<file path="src/hw/rtl/assert_macros.svh">
// Assertion macros shared by the RTL modules of the orbit fragment deframer.
// Each macro expands to one labeled concurrent assertion with a reset guard.
`ifndef ASSERT_MACROS_SVH
`define ASSERT_MACROS_SVH

// The property must hold at every rising clock edge outside reset.
`define ASSERT_PROP(lbl, clk, rst_n, prop, msg) \
  lbl: assert property (@(posedge clk) disable iff (!rst_n) prop) else $error(msg);

// The expression must never be true outside reset.
`define ASSERT_NEVER(lbl, clk, rst_n, expr, msg) \
  `ASSERT_PROP(lbl, clk, rst_n, !(expr), msg)

`endif

</file>
<file path="src/hw/rtl/ofd_pkg.sv">
// Package for the orbit fragment deframer: payload structs, codes and constants.
// Used by ofd_rem, ofd_ctrl, ofd_datapath and orbit_fragment_deframer.
`timescale 1ns / 1ps

package ofd_pkg;

  localparam int LANE_W       = 64;
  localparam int ORB_W        = 32;
  localparam int LEN_W        = 21;
  localparam int CFG16_W      = 16;
  localparam int CFG_DATA_W   = 21;
  localparam int CFG_IDX_W    = 2;
  localparam int COUNT_W      = 8;
  localparam int ERR_W        = 3;
  localparam int DIV_STEPS    = ORB_W;
  localparam int DIV_CNT_W    = $clog2(DIV_STEPS);

  localparam int MAX_ORBIT_WORDS = 1048576;

  localparam logic [7:0] MAGIC0    = 8'h47;
  localparam logic [7:0] MAGIC1    = 8'h5a;
  localparam logic [7:0] FULL_CNT  = 8'hff;
  localparam int         START_BIT = 47;
  localparam int         END_BIT   = 46;
  localparam int         CNT_LSB   = 48;
  localparam int         ORB_LSB   = 24;

  localparam logic [CFG16_W-1:0]    PRESCALE_RST  = 16'd1;
  localparam logic [CFG16_W-1:0]    OPF_RST       = 16'd1;
  localparam logic [CFG16_W-1:0]    PHASE_RST     = 16'd1;
  localparam logic [CFG_DATA_W-1:0] CAPACITY_RST  = 21'd65536;

  typedef enum logic [CFG_IDX_W-1:0] {
    CFG_PRESCALE        = 2'd0,
    CFG_ORBITS_PER_FILE = 2'd1,
    CFG_FILE_PHASE      = 2'd2,
    CFG_CAPACITY        = 2'd3
  } cfg_idx_t;

  typedef enum logic [ERR_W-1:0] {
    ERR_NONE     = 3'd0,
    ERR_MAGIC    = 3'd1,
    ERR_COUNT    = 3'd2,
    ERR_START    = 3'd3,
    ERR_CAPACITY = 3'd4
  } err_t;

  typedef struct packed {
    logic [LANE_W-1:0] lane0;
    logic [LANE_W-1:0] lane1;
    logic [LANE_W-1:0] lane2;
    logic [LANE_W-1:0] lane3;
  } ofd_in_t;

  typedef struct packed {
    logic              payload_valid;
    logic [LANE_W-1:0] out_lane0;
    logic [LANE_W-1:0] out_lane1;
    logic [LANE_W-1:0] out_lane2;
    logic [LANE_W-1:0] out_lane3;
    logic              orbit_done;
    logic [ORB_W-1:0]  orbit_number;
    logic [LEN_W-1:0]  orbit_length;
    logic              truncated;
    logic              keep_orbit;
    logic              start_new_file;
    logic [ERR_W-1:0]  error_code;
  } ofd_out_t;

  typedef struct packed {
    logic take;
    logic start_div;
    logic step;
    logic push_div;
  } ofd_cmd_t;

  typedef struct packed {
    logic skid_full;
    logic finish_req;
  } ofd_sts_t;

endpackage

</file>
<file path="src/hw/rtl/ofd_rem.sv">
// Restoring remainder unit: one quotient bit per step, 32-bit dividend by 16-bit divisor.
// Depends on ofd_pkg for widths.
`timescale 1ns / 1ps

module ofd_rem (
  input  logic                         clk,
  input  logic                         load,
  input  logic                         step,
  input  logic [ofd_pkg::ORB_W-1:0]    dividend,
  input  logic [ofd_pkg::CFG16_W-1:0]  divisor,
  output logic [ofd_pkg::CFG16_W-1:0]  rem
);
  import ofd_pkg::*;

  logic [ORB_W-1:0]   dvd_r;
  logic [ORB_W-1:0]   dvd_nxt;
  logic [CFG16_W-1:0] div_r;
  logic [CFG16_W-1:0] rem_r;
  logic [CFG16_W-1:0] rem_nxt;
  logic [CFG16_W:0]   shifted;

  always_comb begin
    shifted = {rem_r, dvd_r[ORB_W-1]};
    dvd_nxt = {dvd_r[ORB_W-2:0], 1'b0};
    if (shifted >= {1'b0, div_r}) begin
      rem_nxt = CFG16_W'(shifted - {1'b0, div_r});
    end else begin
      rem_nxt = shifted[CFG16_W-1:0];
    end
  end

  always_ff @(posedge clk) begin
    if (load) begin
      dvd_r <= dividend;
      div_r <= divisor;
      rem_r <= '0;
    end else if (step) begin
      dvd_r <= dvd_nxt;
      rem_r <= rem_nxt;
    end
  end

  assign rem = rem_r;

endmodule

</file>
<file path="src/hw/rtl/ofd_ctrl.sv">
// Controller state machine: accepts words and sequences the remainder steps of an orbit summary.
// Depends on ofd_pkg for the command and status structs.
`timescale 1ns / 1ps

module ofd_ctrl (
  input  logic              clk,
  input  logic              rst_n,
  input  logic              in_valid,
  output logic              in_stall,
  input  ofd_pkg::ofd_sts_t sts,
  output ofd_pkg::ofd_cmd_t cmd
);
  import ofd_pkg::*;

  typedef enum logic [1:0] {
    ST_IDLE,
    ST_DIV,
    ST_PUSH
  } state_t;

  state_t               state_r;
  state_t               state_nxt;
  logic [DIV_CNT_W-1:0] cnt_r;
  logic [DIV_CNT_W-1:0] cnt_nxt;

  always_comb begin
    state_nxt = state_r;
    cnt_nxt   = cnt_r;
    cmd       = '0;
    case (state_r)
      ST_IDLE: begin
        cmd.take      = in_valid && !sts.skid_full;
        cmd.start_div = cmd.take && sts.finish_req;
        if (cmd.start_div) begin
          state_nxt = ST_DIV;
          cnt_nxt   = '0;
        end
      end
      ST_DIV: begin
        cmd.step = 1'b1;
        cnt_nxt  = cnt_r + 1'b1;
        if (cnt_r == DIV_CNT_W'(DIV_STEPS - 1)) begin
          state_nxt = ST_PUSH;
        end
      end
      ST_PUSH: begin
        cmd.push_div = 1'b1;
        state_nxt    = ST_IDLE;
      end
      default: begin
        state_nxt = ST_IDLE;
      end
    endcase
  end

  always_ff @(posedge clk) begin
    if (!rst_n) begin
      state_r <= ST_IDLE;
      cnt_r   <= '0;
    end else begin
      state_r <= state_nxt;
      cnt_r   <= cnt_nxt;
    end
  end

  assign in_stall = (state_r != ST_IDLE) || sts.skid_full;

endmodule

</file>
<file path="src/hw/rtl/ofd_datapath.sv">
// Datapath: configuration registers, deframing state, orbit summary and two-entry output queue.
// Depends on ofd_pkg, ofd_rem and assert_macros.svh.
`timescale 1ns / 1ps
`include "assert_macros.svh"

module ofd_datapath (
  input  logic                            clk,
  input  logic                            rst_n,
  input  ofd_pkg::ofd_cmd_t               cmd,
  output ofd_pkg::ofd_sts_t               sts,
  input  ofd_pkg::ofd_in_t                in_data,
  output logic                            out_valid,
  input  logic                            out_stall,
  output ofd_pkg::ofd_out_t               out_data,
  input  logic                            cfg_we,
  input  logic [ofd_pkg::CFG_IDX_W-1:0]   cfg_index,
  input  logic [ofd_pkg::CFG_DATA_W-1:0]  cfg_wdata
);
  import ofd_pkg::*;

  logic [CFG16_W-1:0]    prescale_r;
  logic [CFG16_W-1:0]    opf_r;
  logic [CFG16_W-1:0]    phase_r;
  logic [CFG_DATA_W-1:0] capacity_r;

  logic               expect_header_r, expect_header_nxt;
  logic               expect_first_r, expect_first_nxt;
  logic [COUNT_W-1:0] words_left_r, words_left_nxt;
  logic               fragment_final_r, fragment_final_nxt;
  logic [LEN_W-1:0]   length_count_r, length_count_nxt;
  logic [ORB_W-1:0]   current_orbit_r, current_orbit_nxt;
  logic               file_open_r;

  ofd_out_t         snap_r;
  logic [ORB_W-1:0] snap_orb_r;
  logic [LEN_W-1:0] snap_len_r;
  logic             snap_fopen_r;

  ofd_out_t out_r, skid_r;
  logic     out_valid_r, skid_valid_r;

  ofd_out_t           item_res, fin_res, res;
  logic               finish_req;
  logic [ORB_W-1:0]   fin_orb;
  logic [LEN_W-1:0]   fin_len;
  logic [LANE_W-1:0]  hdr;
  logic               magic_ok, hdr_start, hdr_end;
  logic [COUNT_W-1:0] count;
  logic [LEN_W-1:0]   len_base, len_new, cap;
  logic [ORB_W-1:0]   orb_base, orb_new;
  logic [COUNT_W-1:0] wl_new;
  err_t               code;
  logic [CFG16_W-1:0] rem_p, rem_o;
  logic [ORB_W-1:0]   residue;
  logic               push, pop, head_free;

  always_ff @(posedge clk) begin
    if (!rst_n) begin
      prescale_r <= PRESCALE_RST;
      opf_r      <= OPF_RST;
      phase_r    <= PHASE_RST;
      capacity_r <= CAPACITY_RST;
    end else if (cfg_we) begin
      case (cfg_index)
        CFG_PRESCALE:        prescale_r <= cfg_wdata[CFG16_W-1:0];
        CFG_ORBITS_PER_FILE: opf_r      <= cfg_wdata[CFG16_W-1:0];
        CFG_FILE_PHASE:      phase_r    <= cfg_wdata[CFG16_W-1:0];
        CFG_CAPACITY:        capacity_r <= cfg_wdata;
        default: begin
        end
      endcase
    end
  end

  always_comb begin
    hdr       = in_data.lane0;
    magic_ok  = (hdr[7:0] == MAGIC0) && (hdr[15:8] == MAGIC1);
    hdr_start = hdr[START_BIT];
    hdr_end   = hdr[END_BIT];
    count     = hdr[CNT_LSB +: COUNT_W];
    cap       = (capacity_r > LEN_W'(MAX_ORBIT_WORDS)) ? LEN_W'(MAX_ORBIT_WORDS) : capacity_r;
    len_base  = expect_first_r ? '0 : length_count_r;
    orb_base  = expect_first_r ? '0 : current_orbit_r;
    orb_new   = (length_count_r == '0) ? in_data.lane0[ORB_LSB +: ORB_W] : current_orbit_r;
    len_new   = length_count_r + 1'b1;
    wl_new    = (words_left_r != '0) ? words_left_r - 1'b1 : words_left_r;

    if (!magic_ok) begin
      code = ERR_MAGIC;
    end else if (!hdr_end && (count != FULL_CNT)) begin
      code = ERR_COUNT;
    end else if (expect_first_r && !hdr_start) begin
      code = ERR_START;
    end else if (({1'b0, len_base} + (LEN_W + 1)'(count)) >= {1'b0, cap}) begin
      code = ERR_CAPACITY;
    end else begin
      code = ERR_NONE;
    end

    item_res           = '0;
    finish_req         = 1'b0;
    fin_orb            = orb_base;
    fin_len            = len_base;
    expect_header_nxt  = expect_header_r;
    expect_first_nxt   = expect_first_r;
    words_left_nxt     = words_left_r;
    fragment_final_nxt = fragment_final_r;
    length_count_nxt   = length_count_r;
    current_orbit_nxt  = current_orbit_r;

    if (expect_header_r) begin
      if (code != ERR_NONE) begin
        item_res.error_code = code;
        expect_first_nxt    = 1'b1;
        words_left_nxt      = '0;
        fragment_final_nxt  = 1'b0;
        length_count_nxt    = '0;
        current_orbit_nxt   = '0;
      end else begin
        expect_first_nxt   = 1'b0;
        fragment_final_nxt = hdr_end;
        words_left_nxt     = count;
        length_count_nxt   = len_base;
        current_orbit_nxt  = orb_base;
        if (count == '0) begin
          finish_req = 1'b1;
        end else begin
          expect_header_nxt = 1'b0;
        end
      end
    end else begin
      item_res.payload_valid = 1'b1;
      item_res.out_lane0     = in_data.lane0;
      item_res.out_lane1     = in_data.lane1;
      item_res.out_lane2     = in_data.lane2;
      item_res.out_lane3     = in_data.lane3;
      current_orbit_nxt      = orb_new;
      length_count_nxt       = len_new;
      words_left_nxt         = wl_new;
      fin_orb                = orb_new;
      fin_len                = len_new;
      if (wl_new == '0) begin
        if (fragment_final_r) begin
          finish_req = 1'b1;
        end else begin
          expect_header_nxt = 1'b1;
        end
      end
    end

    if (finish_req) begin
      expect_header_nxt  = 1'b1;
      expect_first_nxt   = 1'b1;
      words_left_nxt     = '0;
      fragment_final_nxt = 1'b0;
      length_count_nxt   = '0;
      current_orbit_nxt  = '0;
    end
  end

  always_ff @(posedge clk) begin
    if (!rst_n) begin
      expect_header_r  <= 1'b1;
      expect_first_r   <= 1'b1;
      words_left_r     <= '0;
      fragment_final_r <= 1'b0;
      length_count_r   <= '0;
      current_orbit_r  <= '0;
      file_open_r      <= 1'b0;
    end else if (cmd.take) begin
      expect_header_r  <= expect_header_nxt;
      expect_first_r   <= expect_first_nxt;
      words_left_r     <= words_left_nxt;
      fragment_final_r <= fragment_final_nxt;
      length_count_r   <= length_count_nxt;
      current_orbit_r  <= current_orbit_nxt;
      if (finish_req) begin
        file_open_r <= 1'b1;
      end
    end
  end

  always_ff @(posedge clk) begin
    if (cmd.start_div) begin
      snap_r       <= item_res;
      snap_orb_r   <= fin_orb;
      snap_len_r   <= fin_len;
      snap_fopen_r <= file_open_r;
    end
  end

  ofd_rem u_rem_prescale (
    .clk      (clk),
    .load     (cmd.start_div),
    .step     (cmd.step),
    .dividend (fin_orb),
    .divisor  (prescale_r),
    .rem      (rem_p)
  );

  ofd_rem u_rem_file (
    .clk      (clk),
    .load     (cmd.start_div),
    .step     (cmd.step),
    .dividend (fin_orb),
    .divisor  (opf_r),
    .rem      (rem_o)
  );

  always_comb begin
    residue                = (opf_r == '0) ? snap_orb_r : ORB_W'(rem_o);
    fin_res                = snap_r;
    fin_res.orbit_done     = 1'b1;
    fin_res.orbit_number   = snap_orb_r;
    fin_res.orbit_length   = snap_len_r;
    fin_res.truncated      = (snap_len_r <= LEN_W'(1));
    fin_res.keep_orbit     = (prescale_r != '0) &&
                             ((prescale_r == CFG16_W'(1)) || (rem_p == CFG16_W'(1)));
    fin_res.start_new_file = !snap_fopen_r || (residue == ORB_W'(phase_r));
    fin_res.error_code     = ERR_NONE;
  end

  assign push      = (cmd.take && !finish_req) || cmd.push_div;
  assign res       = cmd.push_div ? fin_res : item_res;
  assign pop       = out_valid_r && !out_stall;
  assign head_free = !out_valid_r || pop;

  always_ff @(posedge clk) begin
    if (!rst_n) begin
      out_valid_r  <= 1'b0;
      skid_valid_r <= 1'b0;
    end else begin
      if (pop) begin
        out_valid_r  <= skid_valid_r;
        skid_valid_r <= 1'b0;
      end
      if (push) begin
        if (head_free && !(pop && skid_valid_r)) begin
          out_valid_r <= 1'b1;
        end else begin
          skid_valid_r <= 1'b1;
        end
      end
    end
  end

  always_ff @(posedge clk) begin
    if (pop && skid_valid_r) begin
      out_r <= skid_r;
    end else if (push && head_free) begin
      out_r <= res;
    end
    if (push && !(head_free && !(pop && skid_valid_r))) begin
      skid_r <= res;
    end
  end

  assign out_valid      = out_valid_r;
  assign out_data       = out_r;
  assign sts.skid_full  = skid_valid_r;
  assign sts.finish_req = finish_req;

  `ASSERT_NEVER(a_no_push_when_full, clk, rst_n, push && skid_valid_r, "push into a full output queue")
  `ASSERT_NEVER(a_skid_behind_head, clk, rst_n, skid_valid_r && !out_valid_r, "skid entry without head entry")
  `ASSERT_NEVER(a_done_without_error, clk, rst_n, push && res.orbit_done && (res.error_code != ERR_NONE), "orbit summary carries an error code")
  `ASSERT_PROP(a_finish_rearms, clk, rst_n, (cmd.take && finish_req) |=> (expect_header_r && expect_first_r), "completed orbit did not rearm the first header")

endmodule

</file>
<file path="src/hw/rtl/orbit_fragment_deframer.sv">
// Usage: the input channel (in_valid, in_stall, in_data) carries 256-bit words as four lanes.
// Header words are stripped; each accepted word yields exactly one transaction on the output
// channel (out_valid, out_stall, out_data) with payload, orbit summary or error code.
// Configuration is written through cfg_we, cfg_index and cfg_wdata while the block is idle.
// A word that does not complete an orbit gives its result through the registered output queue.
// A word that completes an orbit gives its result from ST_PUSH, after ST_DIV, in which the two
// remainder units (orbit mod prescale, orbit mod orbits_per_file) take one bit per cycle over
// the 32-bit orbit number, and in_stall stays high meanwhile.
// Within an orbit one word is accepted per cycle while the output queue has room.
// A two-entry output queue lets a new word be accepted while a result waits for the receiver;
// when both entries are full in_stall is raised until the receiver takes a transaction.
// Reset (rst_n low at a clock edge) empties the queue, restores the register defaults and
// arms the block for a first header. No memory needs clearing after reset.
// Depends on ofd_pkg, ofd_ctrl and ofd_datapath.
`timescale 1ns / 1ps

module orbit_fragment_deframer (
  input  logic                            clk,
  input  logic                            rst_n,
  input  logic                            in_valid,
  output logic                            in_stall,
  input  ofd_pkg::ofd_in_t                in_data,
  output logic                            out_valid,
  input  logic                            out_stall,
  output ofd_pkg::ofd_out_t               out_data,
  input  logic                            cfg_we,
  input  logic [ofd_pkg::CFG_IDX_W-1:0]   cfg_index,
  input  logic [ofd_pkg::CFG_DATA_W-1:0]  cfg_wdata
);
  import ofd_pkg::*;

  ofd_cmd_t cmd;
  ofd_sts_t sts;

  ofd_ctrl u_ctrl (
    .clk      (clk),
    .rst_n    (rst_n),
    .in_valid (in_valid),
    .in_stall (in_stall),
    .sts      (sts),
    .cmd      (cmd)
  );

  ofd_datapath u_datapath (
    .clk       (clk),
    .rst_n     (rst_n),
    .cmd       (cmd),
    .sts       (sts),
    .in_data   (in_data),
    .out_valid (out_valid),
    .out_stall (out_stall),
    .out_data  (out_data),
    .cfg_we    (cfg_we),
    .cfg_index (cfg_index),
    .cfg_wdata (cfg_wdata)
  );

endmodule
</file>
<file path="config.mk">
export PLATFORM = sky130hd
export DESIGN_NAME = orbit_fragment_deframer
export DESIGN_NICKNAME = d
export VERILOG_FILES = /design/src/hw/rtl/ofd_pkg.sv /design/src/hw/rtl/ofd_rem.sv /design/src/hw/rtl/ofd_ctrl.sv /design/src/hw/rtl/ofd_datapath.sv /design/src/hw/rtl/orbit_fragment_deframer.sv
export VERILOG_INCLUDE_DIRS = /design/src /design/src/hw/rtl
export SDC_FILE = /design/constraint.sdc
export NUM_CORES = 2
export LEC_CHECK = 0
export BUFFER_PORTS_ARGS = -buffer_cell sky130_fd_sc_hd__buf_2
export CAP_MARGIN = 20
export CORE_MARGIN = 2
export CORE_UTILIZATION = 50
export CTS_BUF_LIST = sky130_fd_sc_hd__clkbuf_4
export DETAILED_ROUTE_END_ITERATION = 12
export PLACE_DENSITY_LB_ADDON = 0.05
export SYNTH_ARGS = -nofsm -noshare
export SYNTH_HDL_FRONTEND = slang
export SYNTH_HIERARCHICAL = 1
export SYNTH_SLANG_ARGS = --single-unit
</file>
<file path="constraint.sdc">
create_clock -name clk -period 26.8 [get_ports clk]
set_input_delay 1.34 -clock clk [delete_from_list [all_inputs] [get_ports clk]]
set_output_delay 1.34 -clock clk [all_outputs]
set_load 0.02 [all_outputs]
</file>
* Word-level counts from Yosys, hierarchy flattened
Index checks and enable logic that the tools add are counted.
Storage, ports and cells: output and inout port bits 319, bits in registers 1216, logic and storage cells 189
Operators by class: reductions and logical operators 48, equal/unequal tests 14, add/subtract/negate cells 6, muxes and demuxes 63, order comparisons 5
Operators by type and width (number):
- $mux W317 | 3
- $mux W32 | 11
- $mux W257 | 1
- $mux W21 | 6
- $ge A17 B16 Y1 | 2
- $eq A16 B1 Y1 const B | 2
- $eq A32 B16 Y1 | 1
- $mux W16 | 2
- $mux W8 | 4
- $sub A16 B16 Y16 | 2
- $mux W1 | 24
- $add A21 B8 Y22 | 1
- $ge A22 B21 Y1 | 1
- $add A21 B1 Y21 const B | 1
- $gt A21 B21 Y1 const B | 1
- $le A21 B1 Y1 const B | 1
- $logic_not A21 Y1 | 1
- $mux W3 | 6
- $eq A8 B7 Y1 const B | 2
- $logic_not A16 Y1 | 1
- $logic_not A8 Y1 | 2
- $reduce_and A2 Y1 | 8
- $reduce_bool A16 Y1 | 1
- $logic_and A1 B1 Y1 | 12
- 17 further kinds | 40

* Logic depth before layout (Yosys ltp)
word-level depth 17, gate-level depth with buffers 30, gate-level depth less buffers 24

* Cells and area by module
The synthesis kept the hierarchy.
By module, submodules not included:
- ofd_datapath | area an instance 45872.7 um^2, times used 1, cells an instance 3089
- ofd_rem | area an instance 3452.1 um^2, times used 2, cells an instance 294
- ofd_ctrl | area an instance 346.6 um^2, times used 1, cells an instance 35

* Least setup slack after synthesis
Ideal clock, no wire load.
path kind input port to flip-flop, start point in in_data[241] in the netlist's numbering, end point reg u_datapath.out_r (netlist bit u_datapath/out_data[0]) (enable), data arrival time 20.800 ns, stages 18, buffers on the path 1, setup time 1.146 ns, slack 4.854 ns, path through buf_2 > xnor2_1 > ha_1 > a21oi_1 > o32ai_1 > a21oi_1 > a211oi_1 > o211ai_1 > a21bo_2 > nor4_1 > mux2_2 > ha_1 > o21a_1 > o221ai_1 > o211ai_1 > a21oi_1 > o21bai_1 > a2bb2oi_1
On the way: longest elaborated chain between the ends 14
RTL lines:
- from (decl) | RTL line orbit_fragment_deframer.sv:22 | input ofd_pkg::ofd_in_t in_data,
- $add A21 B8 Y22 | RTL line ofd_datapath.sv:94 | end else if (({1'b0, len_base} + (LEN_W + 1)'(count)) >= {1'b0, cap}) begin
- $ge A22 B21 Y1 | RTL line ofd_datapath.sv:94
- $mux W3 | RTL line ofd_datapath.sv:94
- $mux W3 | RTL line ofd_datapath.sv:92 | end else if (expect_first_r && !hdr_start) begin
- $mux W3 | RTL line ofd_datapath.sv:90 | end else if (!hdr_end && (count != FULL_CNT)) begin
- $mux W3 | RTL line ofd_datapath.sv:88 | if (!magic_ok) begin
- $reduce_bool A3 Y1 | RTL line ofd_datapath.sv:112 | if (code != ERR_NONE) begin
- $mux W1 (*) | RTL line ofd_datapath.sv:112
- $mux W1 (*) | RTL line ofd_datapath.sv:111 | if (expect_header_r) begin
- net u_datapath.finish_req | RTL line ofd_datapath.sv:43 | logic finish_req;
- $logic_not A1 Y1 (*) | RTL line ofd_datapath.sv:223 | assign push = (cmd.take && !finish_req) || cmd.push_div;
- $logic_and A1 B1 Y1 (*) | RTL line ofd_datapath.sv:223
- $logic_or A1 B1 Y1 (*) | RTL line ofd_datapath.sv:223
- $logic_and A1 B1 Y1 (*) | RTL line ofd_datapath.sv:250 | end else if (push && head_free) begin
- $reduce_bool A2 Y1 (no source line) (*)
- to (signal assigned) | RTL line ofd_datapath.sv:249 | out_r <= skid_r;
- to (signal assigned) | RTL line ofd_datapath.sv:251 | out_r <= res;
- to (decl) | RTL line ofd_datapath.sv:39 | ofd_out_t out_r, skid_r;
The timed path passes the listed nets; every way through them passes the cells marked *. A chain may end at the register's enable or synchronous reset.

==> impl_metrics.json <==
{
  "status": "completed",
  "synth_top_family_by_area": "multiplexers",
  "hpwl_um": 86500,
  "fin_setup_tns_ns": 0,
  "yosys_warnings": 6,
  "clock_path_buffers": 4,
  "chipHeight_um": 330,
  "startpoint_type": "register",
  "synthCells": 3712,
  "crit_path_end_kind": "register",
  "grt_antenna_before_repair": 29,
  "grt_max_degree": 160,
  "place_inst": 5522,
  "swShare_pct": 24.4,
  "first_pass_iters": 6,
  "fmax_mhz": 133,
  "ys_seq_elements": 1216,
  "synth_simple_gate_area_share_pct": 9.45,
  "p_leak_nw": 24.1,
  "ant_nets": 0,
  "comb_power_share_pct": 8.1,
  "cp.arrival_ns": 8.40,
  "vias": 33300,
  "grt_pass1_vias": 32900,
  "pwr-share-clk_pct": 39.7,
  "die_w_um": 330,
  "max_slew_margin_pct": 20.1,
  "wl_per_cell_um": 22.0,
  "pwr_density_cell_nw_per_um2": 66.3,
  "synth_compound_area_share_pct": 5.79,
  "setup_viol": 0,
  "grt-ovfl-total": 0,
  "postPlaceCellArea_um2": 57400,
  "hold_buffers": 0,
  "netlist_area_um2": 53100,
  "num-nets-final": 4820,
  "cts.sinks": 1216,
  "yosys.area_share.xor_xnor_pct": 1.12,
  "area_delta_synth_final_pct": 15.8,
  "cts-root-buf": "clkbuf_4",
  "skew_ns": 0.117,
  "netSwitchingPower_mw": 0.997,
  "hold_viol": 0,
  "cp_slowest_stage_delay_ns": 0.88,
  "final_cells": 6106,
  "core-area_um2": 105000,
  "yosys-mux-area-fraction_pct": 14.4,
  "htreeDepth": 5,
  "clk_pin_slew_ns": 0.07,
  "dieArea_um2": 109000,
  "cts-buffers-inserted": 334,
  "yosysUniqueCellTypes": 92,
  "crit_required_ns": 27.67,
  "whs_ns": 0.425,
  "post_cts_buffers": 0,
  "synth_edf_count": 1041,
  "drtIter0Drc": 2151,
  "finalInstanceArea_um2": 61500,
  "cp_max_fo": 68,
  "crit_family": "compound AO/OA/AOI/OAI gates",
  "cpMostUsedCell": "a21oi_1",
  "rows": 119,
  "r2r_slack_ns": 19.27,
  "grt_pass1_wl_um": 200000,
  "final.period_utilization_pct": 28.1,
  "seqPwrFrac_pct": 52.1,
  "layout-drive-gt1-share_pct": 39.2,
  "drv_cap": 0,
  "worst-slew-pin-transition_ns": 1.20,
  "gp_congestion": 0.862,
  "hp-class": "in -> reg",
  "synth_adder_area_share_pct": 1.60,
  "grt_setup_unrepaired": "no",
  "p_int_mw": 3.09,
  "place.port_buffers": 602,
  "syn_nets": 4061,
  "slowest_stage": "buf_4",
  "start_util_pct": 50.5,
  "drc_errors": 0,
  "slew_viol_final": 0,
  "syn-mean-instance-area_um2": 14.3,
  "yosysSeqAreaShare_pct": 65.4,
  "crit_type": "reg -> reg",
  "synthFlopType": "edfxtp_1",
  "cp_num_buf_inv": 4,
  "gr-usage-all-layers_pct": 24.1,
  "peakVddDrop_mv": 0.0410,
  "clock_latency_ns": 1.18,
  "io_pins": 603,
  "vias_per_cell": 5.46,
  "fill_cells": 8647,
  "postCtsResizedCells": 0,
  "cts_tree": "built",
  "drt_wl_total_um": 135000,
  "async_reset_ff_share_pct": 0,
  "min_period_ns": 7.53
}
cells in the mapped netlist (30+ instances only):
master,instances,area share (%)
a22o_1,35,0.58
clkbuf_1,169,1.2
dfxtp_1,175,6.6
a21oi_1,119,1.1
xnor2_1,43,0.71
nor3_1,30,0.28
nand2_1,283,2.0
mux2_2,628,13
nor2b_1,269,3.2
and2_1,69,0.81
o21ai_0,99,0.93
edfxtp_1,1041,59
ha_1,63,1.5
mux2i_1,58,1.1
inv_1,61,0.43
nor4_1,38,0.45
nor2_1,82,0.58
stage by stage:
step / worst slack [ns] / power [mW] / utilization (%)
2_1_floorplan: 4.85 / 2.40 / -
4_1_cts: 18.97 / 4.14 / 58.4
6_report: 19.27 / 4.08 / 58.5
3_3_place_gp: 18.28 / 2.50 / 54.5
3_5_place_dp: 18.11 / 2.50 / 54.5
5_1_grt: 18.75 / 4.27 / 58.4
cells in the final DEF, fill, tap and decap left out, types with 14 or more instances in the layout:
cell type / count
a21o_1: 17
o21ai_0: 99
xnor2_1: 43
nor2b_1: 268
and3_1: 24
nor4_1: 38
mux2_2: 628
a211oi_1: 25
nor3b_1: 17
buf_2: 602
or3_1: 16
nand3_1: 25
mux2i_1: 58
a311o_1: 14
nand2_1: 283
a21oi_1: 119
dfxtp_1: 174
edfxtp_1: 1041
nor3_1: 30
clkbuf_4: 503
buf_4: 34
a22o_1: 35
diode_2: 15
ha_1: 63
and2_1: 68
clkinv_1: 47
inv_1: 59
nor2_1: 79
nand4_1: 18
xor2_1: 25
registers in the layout, summed over array words and instances (netlist names), 2 cells and up:
register	cells
u_datapath/out_data	317
u_datapath/opf_r	16
u_datapath/current_orbit_r	32
u_datapath/prescale_r	16
u_datapath/words_left_r	8
u_datapath/u_rem_prescale/div_r	16
u_datapath/phase_r	16
u_datapath/snap_len_r	21
u_ctrl/state_r	2
u_datapath/snap_orb_r	32
u_datapath/u_rem_prescale/dvd_r	32
u_datapath/u_rem_prescale/rem	16
u_ctrl/cnt_r	5
u_datapath/u_rem_file/div_r	16
u_datapath/capacity_r	21
u_datapath/skid_r	317
u_datapath/u_rem_file/rem	16
u_datapath/length_count_r	21
u_datapath/u_rem_file/dvd_r	32
u_datapath/fin_res	257
cell type report:
class | count | area (um^2) | area share [%]
antenna | 15 | 37.5 | 0.0610
inverter | 62 | 233 | 0.378
sequential | 1216 | 34800 | 56.5
clock inverter | 62 | 299 | 0.486
multi-input combinational | 2214 | 17300 | 28.1
tap | 1391 | 1740 | 2.83
timing repair buffer | 643 | 3400 | 5.53
clock buffer | 503 | 3780 | 6.14
cells by family after synthesis:
logic type / Yosys count
compound gates: 455
simple gates: 937
xor+xnor: 68
flops: 1216
fa+ha+maj: 67
mux: 687
buf+inv: 282
routing by layer:
layer / up-vias / share of wire [%] / GRT usage [%]
met3: 194 / 6.5 / 6.11
met5: - / 0.033 / 0
met4: 8 / 2.3 / 8.56
li1: 15700 / - / -
met1: 16400 / 43 / 31.9
met2: 980 / 48 / 38.6
power groups by stage:
| stage | clock (mW) | sequential [mW] | combinational (mW) |
|---|---|---|---|
| floorplan | 0 | 2.23 | 0.170 |
| global placement | 0 | 2.17 | 0.331 |
| detailed placement | 0 | 2.17 | 0.332 |
| CTS | 1.68 | 2.13 | 0.333 |
| global route | 1.78 | 2.13 | 0.361 |
| finish | 1.62 | 2.13 | 0.332 |
path summary, 6_finish.rpt:
check,cells after the start,end,from
setup / recovery,25,u_datapath/u_rem_prescale/dvd_r[6],u_datapath/expect_first_r
hold / removal,2,u_datapath/current_orbit_r[8],in_data[224]
setup reg to reg,25,u_datapath/u_rem_prescale/dvd_r[6],u_datapath/expect_first_r
hold reg to reg,0,u_datapath/snap_fopen_r,u_datapath/file_open_r
(Power assumes the default switching activity.)
